## src/rtl/bu_pkg.sv

```systemverilog
package bu_pkg;

  // Store geometry and upscale factor
  localparam int MAX_WIDTH  = 512;
  localparam int MAX_HEIGHT = 512;
  localparam int SCALE      = 3;

  // Fixed field widths
  localparam int COORD_W   = 11;
  localparam int PIX_W     = 8;
  localparam int CFG_W     = 10;
  localparam int CFG_IDX_W = 2;

  // Compare width: holds coordinate + 1 and the largest store dimension
  localparam int DIM_MAX_W = ($clog2(MAX_WIDTH + 1) > $clog2(MAX_HEIGHT + 1)) ?
                             $clog2(MAX_WIDTH + 1) : $clog2(MAX_HEIGHT + 1);
  localparam int CMP_W     = (DIM_MAX_W > COORD_W + 1) ? DIM_MAX_W : COORD_W + 1;

  // Four banks interleaved on column and row parity
  localparam int BANK_COLS   = (MAX_WIDTH + 1) / 2;
  localparam int BANK_ROWS   = (MAX_HEIGHT + 1) / 2;
  localparam int BANK_DEPTH  = BANK_COLS * BANK_ROWS;
  localparam int BANK_AW     = (BANK_DEPTH > 1) ? $clog2(BANK_DEPTH) : 1;
  localparam int ADDR_CALC_W = COORD_W + $clog2(BANK_COLS + 1) + 1;

  // Fraction and weight widths
  localparam int FRAC_W = (SCALE > 1) ? $clog2(SCALE) : 1;
  localparam int SC_W   = $clog2(SCALE + 1);
  localparam int WGT_W  = $clog2(SCALE * SCALE + 1);
  localparam int SUM_W  = $clog2(255 * SCALE * SCALE + 1);
  localparam int NUM_W  = $clog2(511 * SCALE * SCALE + 1);

  // Coordinate / SCALE by reciprocal multiply, exact for all 11-bit inputs
  localparam int QDIV_SH = COORD_W + 3;
  localparam int QDIV_M  = (2 ** QDIV_SH + SCALE - 1) / SCALE;
  localparam int QDIV_MW = QDIV_SH + 1;

  // Rounding divide by 2*SCALE^2, exact for all NUM_W-bit numerators
  localparam int RDIV_D  = 2 * SCALE * SCALE;
  localparam int RDIV_SH = NUM_W + 7;
  localparam int RDIV_M  = (2 ** RDIV_SH + RDIV_D - 1) / RDIV_D;
  localparam int RDIV_MW = RDIV_SH;

  // Command queue
  localparam int FIFO_DEPTH = 2;
  localparam int FIFO_PW    = (FIFO_DEPTH > 1) ? $clog2(FIFO_DEPTH) : 1;
  localparam int FIFO_CW    = $clog2(FIFO_DEPTH + 1);

  typedef enum logic {
    OP_LOAD  = 1'b0,
    OP_QUERY = 1'b1
  } op_e;

  localparam logic [CFG_IDX_W-1:0] CFG_WIDTH  = CFG_IDX_W'(0);
  localparam logic [CFG_IDX_W-1:0] CFG_HEIGHT = CFG_IDX_W'(1);

  // par = {row parity, column parity} of the anchor pixel
  typedef struct packed {
    op_e                     op;
    logic                    wr_en;
    logic [1:0]              par;
    logic                    outside;
    logic [FRAC_W-1:0]       fx;
    logic [FRAC_W-1:0]       fy;
    logic [PIX_W-1:0]        pix;
    logic [3:0][BANK_AW-1:0] addr;
  } cmd_t;

endpackage

```

## src/rtl/bu_front.sv

```systemverilog
module bu_front import bu_pkg::*; (
  input  logic               clk_i,
  input  logic               rst_ni,
  input  logic               start_i,
  output logic               busy_o,
  input  op_e                op_i,
  input  logic [COORD_W-1:0] column_i,
  input  logic [COORD_W-1:0] row_i,
  input  logic [PIX_W-1:0]   pixel_i,
  input  logic [CMP_W-1:0]   width_i,
  input  logic [CMP_W-1:0]   height_i,
  input  logic               fifo_full_i,
  output logic               push_o,
  output cmd_t               cmd_o
);

  localparam logic [QDIV_MW-1:0]     QDIV_M_V    = QDIV_MW'(QDIV_M);
  localparam logic [SC_W-1:0]        SCALE_V     = SC_W'(SCALE);
  localparam logic [ADDR_CALC_W-1:0] BANK_COLS_V = ADDR_CALC_W'(BANK_COLS);

  logic                       accept;
  logic                       s1_valid_q, s1_valid_d;
  op_e                        op_q;
  logic [COORD_W-1:0]         col_q, row_q, qx_q, qy_q;
  logic [PIX_W-1:0]           pix_q;
  logic [COORD_W+QDIV_MW-1:0] prod_x, prod_y;

  logic [COORD_W-1:0]         x, y, xh0, xh1, yh0, yh1;
  logic [COORD_W:0]           x1, y1;
  logic [COORD_W+SC_W-1:0]    qsx, qsy;
  logic [COORD_W-1:0]         rx, ry;
  logic [ADDR_CALC_W-1:0]     base0, base1;
  logic [ADDR_CALC_W-1:0]     asum [4];

  assign busy_o = s1_valid_q & fifo_full_i;
  assign push_o = s1_valid_q & ~fifo_full_i;
  assign accept = start_i & ~busy_o;

  // quotient by reciprocal, registered before any further arithmetic
  assign prod_x = {{QDIV_MW{1'b0}}, column_i} * {{COORD_W{1'b0}}, QDIV_M_V};
  assign prod_y = {{QDIV_MW{1'b0}}, row_i} * {{COORD_W{1'b0}}, QDIV_M_V};

  always_comb begin
    s1_valid_d = s1_valid_q;
    if (accept) begin
      s1_valid_d = 1'b1;
    end else if (push_o) begin
      s1_valid_d = 1'b0;
    end
  end

  always_ff @(posedge clk_i or negedge rst_ni) begin
    if (!rst_ni) begin
      s1_valid_q <= 1'b0;
    end else begin
      s1_valid_q <= s1_valid_d;
    end
  end

  always_ff @(posedge clk_i) begin
    if (accept) begin
      op_q  <= op_i;
      col_q <= column_i;
      row_q <= row_i;
      pix_q <= pixel_i;
      qx_q  <= prod_x[QDIV_SH +: COORD_W];
      qy_q  <= prod_y[QDIV_SH +: COORD_W];
    end
  end

  // classify and build the bank command
  always_comb begin
    x    = (op_q == OP_QUERY) ? qx_q : col_q;
    y    = (op_q == OP_QUERY) ? qy_q : row_q;
    x1   = {1'b0, x} + (COORD_W + 1)'(1);
    y1   = {1'b0, y} + (COORD_W + 1)'(1);
    xh0  = x >> 1;
    yh0  = y >> 1;
    xh1  = x1[COORD_W:1];
    yh1  = y1[COORD_W:1];
    qsx  = {{SC_W{1'b0}}, qx_q} * {{COORD_W{1'b0}}, SCALE_V};
    qsy  = {{SC_W{1'b0}}, qy_q} * {{COORD_W{1'b0}}, SCALE_V};
    rx   = col_q - qsx[COORD_W-1:0];
    ry   = row_q - qsy[COORD_W-1:0];
    base0 = ADDR_CALC_W'(yh0) * BANK_COLS_V;
    base1 = ADDR_CALC_W'(yh1) * BANK_COLS_V;

    cmd_o.op      = op_q;
    cmd_o.pix     = pix_q;
    cmd_o.par     = {y[0], x[0]};
    cmd_o.fx      = rx[FRAC_W-1:0];
    cmd_o.fy      = ry[FRAC_W-1:0];
    cmd_o.wr_en   = (op_q == OP_LOAD) &&
                    (CMP_W'(col_q) < width_i) && (CMP_W'(row_q) < height_i);
    cmd_o.outside = (CMP_W'(x1) >= width_i) || (CMP_W'(y1) >= height_i);
    // bank whose parity matches the anchor takes the anchor half-coordinate
    for (int b = 0; b < 4; b++) begin
      asum[b] = ((y[0] == b[1]) ? base0 : base1) +
                ADDR_CALC_W'((x[0] == b[0]) ? xh0 : xh1);
      cmd_o.addr[b] = asum[b][BANK_AW-1:0];
    end
  end

`ifndef NO_ASSERTIONS
  a_hold_when_blocked: assert property (@(posedge clk_i) disable iff (!rst_ni)
    s1_valid_q && !push_o |=> s1_valid_q && $stable(col_q) && $stable(op_q))
    else $error("front stage dropped a blocked command");
`endif

endmodule

```

## config.mk

```make
export PLATFORM = sky130hd
export DESIGN_NAME = bu_front
export DESIGN_NICKNAME = d
export VERILOG_FILES = /design/src/rtl/bu_pkg.sv /design/src/rtl/bu_front.sv
export SDC_FILE = /design/constraint.sdc
export NUM_CORES = 1
export LEC_CHECK = 0
export ABC_AREA = 1
export BUFFER_PORTS_ARGS = -buffer_cell sky130_fd_sc_hd__clkbuf_2
export CAP_MARGIN = 5
export CELL_PAD_IN_SITES_DETAIL_PLACEMENT = 1
export CELL_PAD_IN_SITES_GLOBAL_PLACEMENT = 2
export CORE_MARGIN = 2
export CORE_UTILIZATION = 35
export DETAILED_ROUTE_END_ITERATION = 10
export PLACE_DENSITY = 0.83
export REMOVE_ABC_BUFFERS = 1
export SLEW_MARGIN = 30
export SYNTH_ARGS = -nofsm -noshare
export SYNTH_HDL_FRONTEND = slang
export SYNTH_SLANG_ARGS = --single-unit
```

## constraint.sdc

```tcl
create_clock -name clk_i -period 3.9 [get_ports clk_i]
set_input_delay 0.195 -clock clk_i [delete_from_list [all_inputs] [get_ports clk_i]]
set_output_delay 0.195 -clock clk_i [all_outputs]
set_load 0.05 [all_outputs]
```

==> results.env <==
RUN_STATUS='completed'
SYNTH-SEQ-AREA-SHARE_PCT=16.10
HTREE_LEVELS=2
IO_PINS=142
DPL_HPWL_MM=25.17
CP-STARTPOINT='row_i[5]'
WORSTSETUPPATHTYPE='in2reg'
SHARE_OF_THE_CORE_FILLED_WITH_CELLS_PCT=45.52
FINALWORSTPATHREQUIREDPERIOD_NS=3.824
SYNTH_TOP_CELLS_BY_AREA='sky130_fd_sc_hd__ha_1, sky130_fd_sc_hd__edfxtp_1, sky130_fd_sc_hd__fa_1'
MULTIINPUTGATEAREA_SQ_UM=7587
WORST_SLEW_MARGIN_REL_PCT=41.98
LOGIC_DEPTH_OF_THE_WORST_SETUP_PATH_INCLUDING_BUFFERS=17
WORST_PATH_MAX_STAGE_DELAY_NS=0.60
WORST_R2R_ENDPOINT='pix_q[2]'
SYNTH.DISTINCT_CELLS=46
FLOW.AREA_GROWTH_FROM_SYNTHESIS_PCT=27.28
DIEWIDTH_MICRONS=170.2
DRIVE_GT1_SHARE_PCT=28.59
PORT-BUFFER-COUNT=141
LOGIC_DEPTH_OF_THE_WORST_REGISTER_TO_REGISTER_PATH=4
R2R_SLACK_NS=1.87
PRE_CTS_SLACK_NS=-0.5250
CLOCK_LATENCY_AT_THE_LATER_PIN_OF_THE_WORST_SKEW_PAIR_NS=0.31
DRT-VIAS-PER-INSTANCE=4.916
SYNTH_COMPOUND_GATE_AREA_SHARE_PCT=7.780
SYN-MEAN-INSTANCE-AREA_SQ_UM=8.035
VIAS=8761
INSERTEDDIODECOUNT=0
DOMINANTREGCELLSYNTH='sky130_fd_sc_hd__edfxtp_1'
SEQUENTIALPOWERSHARE_PCT=9.5
POSTROUTEANTENNANETS=0
FLOORPLAN.CORE_AREA_SQ_UM=27030
FINAL_CRITICAL_PATH_SETUP_SLACK_NS=0.07578
TIMING.CRITICAL_PATH.FROM_TYPE='input port'
FILL_CELLS=3292
WL_MET1_MM=13.25
YS_SEQ_ELEMENTS=52
START_UTIL_PCT=35.76
PLACE_CONGESTION=0.8524
CTS.CLK_SLEW.WORST_PATHS_NS=0.08
COMB_POWER_SHARE_PCT=85.3
FIRST_GLOBAL_VIAS=9392
TIMING.SETUP.TNS_NS=0
DIE_Y_MICRONS=170.2
POST_SYNTH_MUX_AREA_SHARE_PCT=0
SEQUENTIAL_CELL_AREA_SQ_UM=1556
FINALCLOCKSKEW_NS=0.009020
ROUTE.DETAILED.DRC=0
SYNTH_TOP_FAMILY_BY_AREA='adder cells'
YOSYS_WARNINGS=0
GRT_SETUP_UNREPAIRED='yes'
CRITPATHREQUIREDTIME_NS=3.97
SETUP_VIOLATIONS=0
SYNTH_TOP_CELL_AREA_SHARE_PCT=25.63
CTS_MADE_BUFFERS=5
MIN-DELAY-PATH-CLASS='in2reg'
DIE_AREA_SQ_UM=28960
P_LEAK_nW=6.543
YOSYS.AREA_SHARE.SIMPLE_PCT=19.18
SW_FRAC_OF_TOTAL_PCT=55.91
WORST-SLEW-PIN-TRANSITION_NS=0.8682
CRITICAL_PATH.MOST_COMMON_CELL='sky130_fd_sc_hd__nand2_1'
SYNTH_TOP_CELLS_BY_COUNT='sky130_fd_sc_hd__inv_1, sky130_fd_sc_hd__nand2_1, sky130_fd_sc_hd__ha_1'
IRDROPWORSTVDD_uV=287.8
PWR-SHARE-CLK_PCT=5.1
GRT_FIRST_PASS_WIRELENGTH_MM=47.15
CRITICAL_PATH.TOP_DELAY_FAMILY='adder cells'
DRT-WIRELENGTH-PER-CELL_MICRONS=16.76
NETLIST_INSTANCES=1203
CELL_WITH_THE_MOST_INSTANCES_AFTER_SYNTHESIS='sky130_fd_sc_hd__inv_1'
SYNTH_EDF_COUNT=51
FINALMAXSLEWVIOLATIONS=0
DR.PASS1.ITERS=4
TOP_LAYER_USED='met4'
NETLIST.TOP_CELL.BY_AREA='sky130_fd_sc_hd__ha_1'
DETAILEDROUTE.FIRSTITERATIONVIOLATIONS=275
CLKSINKCOUNT=52
CTS_ROOT_BUFFER='sky130_fd_sc_hd__clkbuf_16'
POST_SYNTH_XOR_AREA_FRACTION_PCT=4.608
SYNTH_AREA_SQ_UM=9666
MAXCAPVIOLATIONS=0
POWER_DENSITY_nW_PER_UM2=771.5
MET3_WIRELENGTH_MICRONS=901
GLOBALROUTE.TOTALOVERFLOW=0
GRTUSAGETOTAL_PCT=20.47
WORST-PATH-MAX-FANOUT=3
CPMAXSTAGEDELAYCELL='sky130_fd_sc_hd__fa_2'
CRITPATHARRIVALTIME_NS=3.90
DETAILROUTE.WIRELENGTH.MET2_MM=15.21
CRITICAL_PATH.CELL_CHAIN='clkbuf_2 -> ha_4 -> fa_2 -> fa_1 -> inv_2 -> fa_1 -> inv_2 -> fa_2 -> ha_4 -> nand2_1 -> nand2_2 -> a21oi_2 -> o21bai_1 -> a31oi_1 -> nand2_1 -> nand2_1 -> nand2_1'
CRIT-REG2REG-LAUNCH='s1_valid_q'
CORE.ROWCOUNT=60
CTS_MAX_PATH_BUFFERS=2
FMAX_MHz=261.5
ANTENNA_FOUND_INITIAL=0
PERIOD_SHARE_PCT=98.06
SYNTH_FA_HA_AREA_SHARE_PCT=40.13
DESIGN.FINAL.NETS=1767
WORST-PATH-BUF-INV=3
P_SWITCHING_W=0.005306
LARGEST_NET_DEGREE_AT_THE_START_OF_GLOBAL_ROUTING=29
INTERNAL_CELL_POWER_W=0.004184
TRITONCTS_CLOCK_TREE='built'
SYNTH-ASYNC-RESET-RATIO_PCT=1.923
TOTAL_POWER_W=0.009491
TIMING_HOLD_VIOLATIONS_FINAL=0
CRIT_PATH_END_KIND='flip-flop'
WORSTSETUPENDPOINT='qy_q[6]'
TOTALWIRELENGTH_MM=29.86
==> layout by cell type (no fill, tap or decap), drive strengths merged, types with 3 or more instances in the layout <==
cell type	n
a21boi	3
a21oi	63
and2	4
buf	119
clkbuf	137
edfxtp	51
fa	70
ha	198
inv	264
nand2	259
nand3	59
nand4	17
nor2	62
nor3	10
nor4	3
o21a	4
o21ai	39
o21bai	8
xnor2	15
xor2	35
==> state kept, by name (all words and copies together) (netlist names) <==
register	count
col_q	11
row_q	11
qx_q	10
qy_q	10
pix_q	8
op_q	1
s1_valid_q	1
==> cell families (layout without fill, tap and decap cells) <==
kind of cell	count (synthesis)	in the layout
simple gates	418	418
buf+inv	286	523
fa+ha+maj	268	268
compound gates	128	128
flops	52	52
xor+xnor	50	50
other cells	1	2
==> per-layer routing <==
| metal | GRT usage, % | vias to the layer above |
|---|---|---|
| met5 | 0 | - |
| met4 | 5.017 | 0 |
| met3 | 1.674 | 32 |
| met2 | 37.86 | 151 |
| met1 | 25.66 | 4259 |
| li1 | - | 4319 |
==> how the worst min path moves through the flow <==
stage,start,endpoint,cells past startpoint
detailed placement,rst_ni,s1_valid_q,1
CTS,op_i,op_q,1
finish,pixel_i[5],pix_q[5],1
global route,pixel_i[5],pix_q[5],1
global placement,rst_ni,s1_valid_q,1
floorplan,rst_ni,s1_valid_q,0
==> metrics by stage <==
step	cell area [sq um]	hold slack, ns	cells
2_1_floorplan	9482	-0.1006	1181
3_3_place_gp	11380	-0.02769	1762
3_5_place_dp	11380	-0.02856	1762
4_1_cts	11730	0.04155	1772
5_1_grt	12300	0.04295	1782
6_report	12300	0.05161	1782
==> area by class of cell <==
cell class	count	share of cell area [%]
Clock buffer	5	1.017
Clock inverter	3	0.2238
Inverter	263	8.045
Multi-Input combinational cell	866	61.68
Sequential cell	52	12.65
Tap cell	341	3.468
Timing Repair Buffer	252	12.92
==> power groups by stage <==
stage / registers [W] / clock network [W] / logic [W]
after floorplan: 0.000909 / 0 / 0.00451
after global placement: 0.000914 / 0 / 0.00661
after global routing: 0.000917 / 0.000521 / 0.00890
final: 0.000906 / 0.000487 / 0.00810
after CTS: 0.000909 / 0.000505 / 0.00704
after detailed placement: 0.000921 / 0 / 0.00676
==> what timing repair did <==
action / CTS / global route
endpoints found under the setup margin: 15 / 32
pin swaps: 12 / 60
resized for setup: 27 / 133
hold buffers: 1 / 0
endpoints found under the hold margin: 1 / 0
buffers inserted: 1 / 11
No activity file was read; power rests on OpenSTA's default activity.
