--- config.mk ---
export PLATFORM = sky130hd
export DESIGN_NAME = bu_cmd_fifo
export DESIGN_NICKNAME = d
export VERILOG_FILES = /design/src/rtl/bu_pkg.sv /design/src/rtl/bu_cmd_fifo.sv
export SDC_FILE = /design/constraint.sdc
export NUM_CORES = 1
export LEC_CHECK = 0
export ABC_AREA = 1
export BUFFER_PORTS_ARGS = -buffer_cell sky130_fd_sc_hd__buf_4
export CAP_MARGIN = 20
export CELL_PAD_IN_SITES_DETAIL_PLACEMENT = 1
export CELL_PAD_IN_SITES_GLOBAL_PLACEMENT = 1
export CORE_UTILIZATION = 48
export CTS_BUF_LIST = sky130_fd_sc_hd__clkbuf_8 sky130_fd_sc_hd__clkbuf_16
export CTS_CLUSTER_SIZE = 40
export DETAILED_ROUTE_END_ITERATION = 16
export MAX_ROUTING_LAYER = met4
export PLACE_DENSITY = 0.94
export SYNTH_ARGS = -nofsm -noshare
export SYNTH_HDL_FRONTEND = slang
export SYNTH_SLANG_ARGS = --single-unit
--- constraint.sdc ---
create_clock -name clk_i -period 6.7 [get_ports clk_i]
set_clock_uncertainty 0.2 [all_clocks]
set_input_delay 1.005 -clock clk_i [delete_from_list [all_inputs] [get_ports clk_i]]
set_output_delay 1.005 -clock clk_i [all_outputs]
set_load 0.01 [all_outputs]
--- src/rtl/bu_pkg.sv ---
package bu_pkg;

  // Store geometry and upscale factor
  localparam int MAX_WIDTH  = 512;
  localparam int MAX_HEIGHT = 512;
  localparam int SCALE      = 3;

  // Fixed field widths
  localparam int COORD_W   = 11;
  localparam int PIX_W     = 8;
  localparam int CFG_W     = 10;
  localparam int CFG_IDX_W = 2;

  // Compare width: holds coordinate + 1 and the largest store dimension
  localparam int DIM_MAX_W = ($clog2(MAX_WIDTH + 1) > $clog2(MAX_HEIGHT + 1)) ?
                             $clog2(MAX_WIDTH + 1) : $clog2(MAX_HEIGHT + 1);
  localparam int CMP_W     = (DIM_MAX_W > COORD_W + 1) ? DIM_MAX_W : COORD_W + 1;

  // Four banks interleaved on column and row parity
  localparam int BANK_COLS   = (MAX_WIDTH + 1) / 2;
  localparam int BANK_ROWS   = (MAX_HEIGHT + 1) / 2;
  localparam int BANK_DEPTH  = BANK_COLS * BANK_ROWS;
  localparam int BANK_AW     = (BANK_DEPTH > 1) ? $clog2(BANK_DEPTH) : 1;
  localparam int ADDR_CALC_W = COORD_W + $clog2(BANK_COLS + 1) + 1;

  // Fraction and weight widths
  localparam int FRAC_W = (SCALE > 1) ? $clog2(SCALE) : 1;
  localparam int SC_W   = $clog2(SCALE + 1);
  localparam int WGT_W  = $clog2(SCALE * SCALE + 1);
  localparam int SUM_W  = $clog2(255 * SCALE * SCALE + 1);
  localparam int NUM_W  = $clog2(511 * SCALE * SCALE + 1);

  // Coordinate / SCALE by reciprocal multiply, exact for all 11-bit inputs
  localparam int QDIV_SH = COORD_W + 3;
  localparam int QDIV_M  = (2 ** QDIV_SH + SCALE - 1) / SCALE;
  localparam int QDIV_MW = QDIV_SH + 1;

  // Rounding divide by 2*SCALE^2, exact for all NUM_W-bit numerators
  localparam int RDIV_D  = 2 * SCALE * SCALE;
  localparam int RDIV_SH = NUM_W + 7;
  localparam int RDIV_M  = (2 ** RDIV_SH + RDIV_D - 1) / RDIV_D;
  localparam int RDIV_MW = RDIV_SH;

  // Command queue
  localparam int FIFO_DEPTH = 2;
  localparam int FIFO_PW    = (FIFO_DEPTH > 1) ? $clog2(FIFO_DEPTH) : 1;
  localparam int FIFO_CW    = $clog2(FIFO_DEPTH + 1);

  typedef enum logic {
    OP_LOAD  = 1'b0,
    OP_QUERY = 1'b1
  } op_e;

  localparam logic [CFG_IDX_W-1:0] CFG_WIDTH  = CFG_IDX_W'(0);
  localparam logic [CFG_IDX_W-1:0] CFG_HEIGHT = CFG_IDX_W'(1);

  // par = {row parity, column parity} of the anchor pixel
  typedef struct packed {
    op_e                     op;
    logic                    wr_en;
    logic [1:0]              par;
    logic                    outside;
    logic [FRAC_W-1:0]       fx;
    logic [FRAC_W-1:0]       fy;
    logic [PIX_W-1:0]        pix;
    logic [3:0][BANK_AW-1:0] addr;
  } cmd_t;

endpackage

--- src/rtl/bu_cmd_fifo.sv ---
module bu_cmd_fifo import bu_pkg::*; (
  input  logic clk_i,
  input  logic rst_ni,
  input  logic push_i,
  input  cmd_t data_i,
  input  logic pop_i,
  output cmd_t data_o,
  output logic full_o,
  output logic empty_o
);

  cmd_t               mem_q [FIFO_DEPTH];
  logic [FIFO_PW-1:0] wr_ptr_q, wr_ptr_d, rd_ptr_q, rd_ptr_d;
  logic [FIFO_CW-1:0] count_q, count_d;

  assign full_o  = (count_q == FIFO_CW'(FIFO_DEPTH));
  assign empty_o = (count_q == '0);
  assign data_o  = mem_q[rd_ptr_q];

  always_comb begin
    wr_ptr_d = wr_ptr_q;
    rd_ptr_d = rd_ptr_q;
    count_d  = count_q;
    if (push_i) begin
      wr_ptr_d = (wr_ptr_q == FIFO_PW'(FIFO_DEPTH - 1)) ? '0 : wr_ptr_q + FIFO_PW'(1);
    end
    if (pop_i) begin
      rd_ptr_d = (rd_ptr_q == FIFO_PW'(FIFO_DEPTH - 1)) ? '0 : rd_ptr_q + FIFO_PW'(1);
    end
    if (push_i && !pop_i) begin
      count_d = count_q + FIFO_CW'(1);
    end else if (pop_i && !push_i) begin
      count_d = count_q - FIFO_CW'(1);
    end
  end

  always_ff @(posedge clk_i or negedge rst_ni) begin
    if (!rst_ni) begin
      wr_ptr_q <= '0;
      rd_ptr_q <= '0;
      count_q  <= '0;
    end else begin
      wr_ptr_q <= wr_ptr_d;
      rd_ptr_q <= rd_ptr_d;
      count_q  <= count_d;
    end
  end

  always_ff @(posedge clk_i) begin
    if (push_i) begin
      mem_q[wr_ptr_q] <= data_i;
    end
  end

`ifndef NO_ASSERTIONS
  a_no_overflow: assert property (@(posedge clk_i) disable iff (!rst_ni)
    !(push_i && full_o))
    else $error("push into full command queue");
  a_no_underflow: assert property (@(posedge clk_i) disable iff (!rst_ni)
    !(pop_i && empty_o))
    else $error("pop from empty command queue");
`endif

endmodule

==> reports/qor.csv, run 1 <==
stage;metric;value;unit
routing;vias after detailed routing;3159;
synth;post-synthesis sequential area ratio;0.7696;
sta;Max Slew Vio Count;0;
placed_design;GP Congestion;0.7335;
placed_design;Inst Count DP;610;
pwr;Logic pwr share;0.313;
synth;Synth area leader;edfxtp_1;
clocking;CTS buffer count;17;
synth;Seq cells post-synth;166;
pwr;peak supply drop;222.6;µV
worst_setup_path;Worst setup SP type;register;
sta;max frequency;0.2608;GHz
clocking;Root Driver;clkbuf_16;
die;core area;12880;µm²
worst_setup_path;CP endpoint kind;primary output;
routing;Initial DRC Count;161;
pwr;Pwr per Cell Area;427.0;nW/µm²
routing;Pre-Repair DR Iteration Count;4;
placed_design;PortBufs;167;
pwr;internal power;2.576;mW
run_status;run status;completed;
worst_setup_path;WP data arrival;2.63;ns
synth;Synth cell types;14;
pwr;PnR Total Power;3.564;mW
clocking;Hold-fix buffers, CTS;0;
grt;largest net degree at the start of global routing;57;
synth;Post-synth EDFFs;162;
worst_hold_path;Hold Path Class;input pin to asynchronous set/reset pin;
layout;Register Area;4969;µm²
worst_setup_path;critical path endpoint;data_o[32];
synth;post-synth top area share;0.7541;
placed_design;hpwl dp;8.823;mm
clocking;CTS Sinks;166;
synth;Syn. warnings;0;
flow_run;Max Cap Viol;0;
layout;Multi-input gate area;1296;µm²
sta;relative slew slack;0.3597;
grt;first-pass GRT wire length;19.84;mm
die;Die X;117.9;µm
sta;RSZ-0062 raised after global routing;false;
clocking;H-tree depth;4;
clocking;CTS tree;done;
pwr;switch share;0.2771;
grt;All-Layer GR Usage;0.2021;
clocking;Worst-path clk slew;0.06;ns
worst_setup_path;Req. time, crit path;5.49;ns
synth;Top FF cell, synth;edfxtp_1;
worst_setup_path;critical path launch point;rd_ptr_q;
worst_setup_path;Worst R2R End;mem_q[0][7];
pwr;leak pwr;3.391;nW
sta;Worst Tran Pin Value;0.9605;ns
die;# rows;41;
die;Initial Util;0.5010;
synth;synth cell count leaders;edfxtp_1, mux2_4, buf_12;
routing;via-per-instance ratio;4.921;
routing;WL/cell;20.18;µm
sta;endpoints failing hold;0;
die;Die Ht;117.9;µm
layout;Antenna diodes;0;
grt;via count of the first global-routing pass;3588;
worst_setup_path;type of the worst setup path;register to primary output;
routing;DRT antenna net count;0;
synth;Synth Instances;277;
worst_setup_path;crit path max fanout;51;
grt;initial antenna violation count;0;
clocking;clk buf depth;2;
worst_setup_path;critical register-to-register path startpoint;wr_ptr_q;
synth;most frequent cell after synthesis;edfxtp_1;
synth;Avg Inst Size Synth;23.29;µm²
layout;area delta synth->final;29.38;%
synth;syn nets;363;
sta;final setup fails;0;
synth;Synth area leaders;edfxtp_1, mux2_4, buf_12, dfrtp_1, inv_1;
pwr;Switch Pwr;0.9876;mW
layout;final net count;543;
routing;WL final;12.96;mm
layout;# fillers;1096;
synth;Post-synth ARST share;0.02410;
pwr;sequential share of power;0.430;
die;Die Footprint;13910;µm²
die;Top Ports;168;
routing;DRC;0;
layout;share of layout cells above drive strength 1;0.6043;
synth;Syn Std Cell Area;6451;µm²
worst_setup_path;Worst Reg2Reg Path Length in Cells;2;
clocking;Post-CTS Setup Inserts;0;
sta;Final Critical Period;3.834;ns
worst_setup_path;reg-to-reg slack, setup;4.25;ns
grt;Congestion Overflow GR;0;
sta;Final TNS setup;0;ns
layout;final cell count without fillers;642;
clocking;clock network latency to the later pin of the worst-skew pair;0.41;ns
clocking;CTS resizes;0;
sta;final period utilization;0.5723;
pwr;clock share of power;0.257;
==> flip-flops by register name (all words and copies together) (netlist names) <==
register and flops:
count_q 2, rd_ptr_q 1, wr_ptr_q 1, mem_q 162
==> stage by stage <==
stage | hold WS [ns] | utilization | instance area, µm² | setup slack [ns]
2_1_floorplan | 0.2631 | - | 6451 | 1.539
3_3_place_gp | 0.2781 | 0.6045 | 7784 | 3.282
3_5_place_dp | 0.3337 | 0.6045 | 7784 | 3.241
4_1_cts | 0.1546 | 0.6482 | 8347 | 2.782
5_1_grt | 0.1615 | 0.6482 | 8347 | 2.747
6_report | 0.1764 | 0.6482 | 8347 | 2.866
==> logic make-up (layout without fill, tap and decap cells) <==
family                     Yosys count  count (layout)  share of synthesized area
DFF                                166             166                     0.7696
muxes                               81              81                     0.1874
buffers and inverters               16             209                    0.03064
and+or+nand+nor                     10              10                   0.006400
xor gates and xnor gates             3               3                   0.004074
adders and majority gates            1               1                   0.001939
==> worst max-delay path, cell delays in order, from the launching register on <==
cell and delay, ns:
dfrtp_4 1.03, buf_4 0.64, mux2_4 0.36, buf_4 0.15
==> per-layer routing <==
metal / up-vias / part of all wire / GRT usage
li1: 1446 / - / -
met1: 1582 / 0.38 / 0.2104
met2: 111 / 0.55 / 0.3566
met3: 20 / 0.056 / 0.05329
met4: 0 / 0.019 / 0.09135
met5: - / 0 / -
==> cell type report <==
class,instances,share of cell area
Sequential cell,166,0.5953
Multi-Input combinational cell,95,0.1553
Timing Repair Buffer,170,0.1529
Clock buffer,17,0.05097
Tap cell,172,0.02578
Clock inverter,15,0.01649
Inverter,7,0.003298
==> worst min path at each step <==
| stage | startpoint | depth (start not counted) | to | slack, ns |
|---|---|---|---|---|
| detailed placement | count_q[1] | 2 | count_q[1] | 0.33 |
| floorplan | count_q[1] | 2 | count_q[1] | 0.26 |
| finish | rst_ni | 1 | wr_ptr_q | 0.18 |
| CTS | rst_ni | 1 | count_q[0] | 0.15 |
| global placement | count_q[1] | 2 | count_q[1] | 0.28 |
| global route | rst_ni | 1 | wr_ptr_q | 0.16 |
==> cell usage in the layout (no fill, tap or decap) <==
master,Yosys,final
edfxtp_1,162,162
xor2_1,2,2
clkinv_2,0,7
bufinv_16,0,2
nor2_4,0,1
mux2_2,2,2
mux2_4,79,79
nor2_1,3,2
inv_1,7,6
clkinvlp_4,0,3
nand4_1,1,1
clkinv_1,0,2
dfrtp_4,0,1
clkbuf_16,0,17
clkinv_4,0,1
buf_4,0,170
inv_6,0,1
nand2_1,5,5
xnor2_1,1,1
nand3_1,1,1
dfrtp_1,4,3
ha_1,1,1
==> power by group through the flow <==
| stage | clock [mW] | combinational [mW] | sequential (mW) |
|---|---|---|---|
| after floorplan | 0 | 0.824 | 1.46 |
| after global placement | 0 | 1.10 | 1.53 |
| after detailed placement | 0 | 1.13 | 1.56 |
| after CTS | 0.941 | 1.14 | 1.54 |
| after global routing | 0.972 | 1.18 | 1.55 |
| final | 0.918 | 1.11 | 1.53 |
No activity file was read; power rests on OpenSTA's default activity.
==> inputs of run 2 (changes only) <==
Settings changed: CORE_UTILIZATION 48 to 45, PLACE_DENSITY 0.94 to 0.9.
Clock period 6.7 ns to 3.6 ns, I/O delays scaled along.
==> run 2 against run 1 <==
Effect of this change:
- clock-buffer cell count is the same
- via count shrank 2.2%
- global-route usage shrank 2.4 points
- sequential power grew 84%
- power grew 87%
- final cell count grew 1.4%
- flip-flop and latch count is the same
- first-iteration DRC count shrank 5.0%
- die area grew 6.5%
- critical endpoint is now data_o[70]
==> reports/qor.csv, run 2 (synthesis results as in run 1) <==
stage;metric;value;unit;change
run_status;run status;completed;;
layout;commonest non-fill, non-tap cell in the layout;buf_4;;
worst_setup_path;type of the worst setup path;register to primary output;;
layout;biggest regs;mem_q (162), count_q (2);;
die;# rows;43;;+4.9%
die;core area;13930;µm²;+8.2%
sta;max frequency;0.3319;GHz;
pwr;Logic pwr share;0.317;;+0.004
placed_design;PortBufs;167;;unchanged
routing;Pre-Repair DR Iteration Count;4;;unchanged
sta;endpoints failing hold;0;;unchanged
pwr;peak supply drop;518.1;µV;+130%
layout;Register Area;4969;µm²;unchanged
clocking;clk buf depth;2;;unchanged
pwr;PnR Total Power;6.659;mW;+87%
worst_hold_path;Hold Path Class;input pin to register;;
routing;DRC;0;;unchanged
worst_setup_path;largest stage delay on the critical path;0.92;ns;-0.11 ns
routing;vias after detailed routing;3091;;-2.2%
routing;WL/cell;18.92;µm;-6.2%
clocking;Root Driver;clkbuf_16;;
grt;via count of the first global-routing pass;3471;;-3.3%
clocking;H-tree depth;4;;unchanged
worst_setup_path;Worst setup SP type;register;;
worst_setup_path;CP cell instances;buf_12 -> mux2_4 -> buf_4;;
layout;final net count;545;;+0.37%
clocking;CTS resizes;0;;unchanged
grt;All-Layer GR Usage;0.1776;;-0.02448
grt;initial antenna violation count;0;;unchanged
pwr;leak pwr;3.428;nW;+1.1%
sta;RSZ-0062 raised after global routing;false;;
pwr;internal power;4.868;mW;+89%
pwr;clock share of power;0.260;;+0.003
layout;Antenna diodes;0;;unchanged
layout;Largest register FFs;162;;unchanged
clocking;CTS tree;done;;
clocking;CTS buffer count;17;;unchanged
clocking;CTS Sinks;166;;unchanged
sta;Max Slew Vio Count;0;;unchanged
routing;DRT antenna net count;0;;unchanged
routing;WL final;12.32;mm;-4.9%
clocking;clock network latency to the later pin of the worst-skew pair;0.41;ns;about the same
pwr;switch share;0.2690;;-0.008185
sta;Final Critical Period;3.013;ns;
sta;final period utilization;0.8370;;
worst_setup_path;WP data arrival;2.27;ns;-0.36 ns
grt;first-pass GRT wire length;18.17;mm;-8.4%
clocking;Hold-fix buffers, CTS;1;;+1
grt;largest net degree at the start of global routing;82;;+44%
die;Die Footprint;14820;µm²;+6.5%
layout;largest register by flop count;mem_q;;
worst_setup_path;critical path's slowest cell;dfrtp_4;;
flow_run;Max Cap Viol;0;;unchanged
layout;area delta synth->final;30.29;%;
layout;# fillers;1218;;+11%
placed_design;hpwl dp;8.554;mm;-3.1%
sta;Final TNS setup;0;ns;unchanged
sta;Worst Tran Pin Value;0.7951;ns;-0.1654 ns
sta;final setup fails;0;;unchanged
routing;via-per-instance ratio;4.748;;-3.5%
worst_setup_path;CP endpoint kind;primary output;;
routing;Initial DRC Count;153;;-5.0%
die;Die X;121.7;µm;+3.2%
sta;relative slew slack;0.4699;;+0.1103
grt;Congestion Overflow GR;0;;unchanged
layout;Multi-input gate area;1296;µm²;unchanged
pwr;Switch Pwr;1.791;mW;+81%
placed_design;GP Congestion;0.6920;;-5.7%
worst_setup_path;Req. time, crit path;2.86;ns;-2.63 ns
pwr;sequential share of power;0.423;;-0.007
die;Top Ports;168;;unchanged
worst_setup_path;crit path max fanout;42;;-18%
clocking;Worst-path clk slew;0.06;ns;about the same
layout;share of layout cells above drive strength 1;0.5987;;-0.005529
die;Die Ht;121.7;µm;+3.2%
die;Initial Util;0.4630;;-0.03806
clocking;Post-CTS Setup Inserts;0;;unchanged
pwr;Pwr per Cell Area;792.2;nW/µm²;+86%
layout;most frequent cells in the layout;buf_4, edfxtp_1, mux2_4;;
-- run 2: changes by cell type in the layout (fill, tap and decap cells not counted) --
| cell | previous run | this run |
|---|---|---|
| buf_4 | 170 | 169 |
| bufinv_16 | 2 | 3 |
| inv_1 | 6 | 8 |
| buf_12 | 0 | 2 |
| clkinvlp_4 | 3 | 0 |
| inv_6 | 1 | 0 |
| dlygate4sd3_1 | 0 | 1 |
-- run 2: per-stage QoR --
stage / cell area, µm² / utilization / std cells / setup slack [ns] / hold slack, ns
finish: 8406 / 0.6032 / 651 / 0.5867 / 0.1090
global route: 8406 / 0.6032 / 651 / 0.4768 / 0.08739
CTS: 8406 / 0.6032 / 651 / 0.5454 / 0.09028
detailed placement: 7826 / 0.5616 / 619 / 0.9952 / 0.1386
global placement: 7826 / 0.5616 / 619 / 1.047 / 0.1398
floorplan: 6454 / - / 277 / 0.3095 / 0.04441
-- run 2: final timing paths --
kind / slack [ns] / endpoint / depth (start not counted) / from
worst max-delay path: 0.59 / data_o[70] / 3 / rd_ptr_q
worst min-delay path: 0.11 / mem_q[1][54] / 1 / data_i[54]
worst max register to register: 1.58 / mem_q[1][62] / 3 / wr_ptr_q
worst min register to register: 0.35 / count_q[1] / 2 / count_q[1]
max in group asynchronous: 2.83 / rd_ptr_q / 2 / rst_ni
min in group asynchronous: 0.26 / rd_ptr_q / 2 / rst_ni
-- run 2: critical path, delay by kind of cell (launching register included) --
family / cells / cell delay, ns
buf+inv: 2 / 0.50
flops: 1 / 0.92
mux: 1 / 0.34
-- run 2: layout make-up --
class,count,share of cell area
repair buffers,172,0.1569
inverters,7,0.003275
clock inverters,14,0.01712
flip-flops and latches,166,0.5911
multi-input cells,95,0.1542
clock buffers,17,0.05061
well taps,180,0.02679
-- run 2: per-layer routing --
| metal | vias to the layer above | GRT usage | wire length (µm) |
|---|---|---|---|
| met1 | 1506 | 0.1863 | 4620 |
| met5 | - | - | 0 |
| met2 | 117 | 0.3150 | 6833 |
| met3 | 20 | 0.04635 | 650 |
| li1 | 1448 | - | - |
| met4 | 0 | 0.07407 | 215 |
-- run 2: power by group through the flow --
stage / clock, mW / combinational (mW) / sequential [mW]
finish: 1.73 / 2.11 / 2.82
global route: 1.84 / 2.24 / 2.86
CTS: 1.78 / 2.15 / 2.83
detailed placement: 0 / 2.14 / 2.86
global placement: 0 / 2.07 / 2.82
floorplan: 0 / 1.53 / 2.70
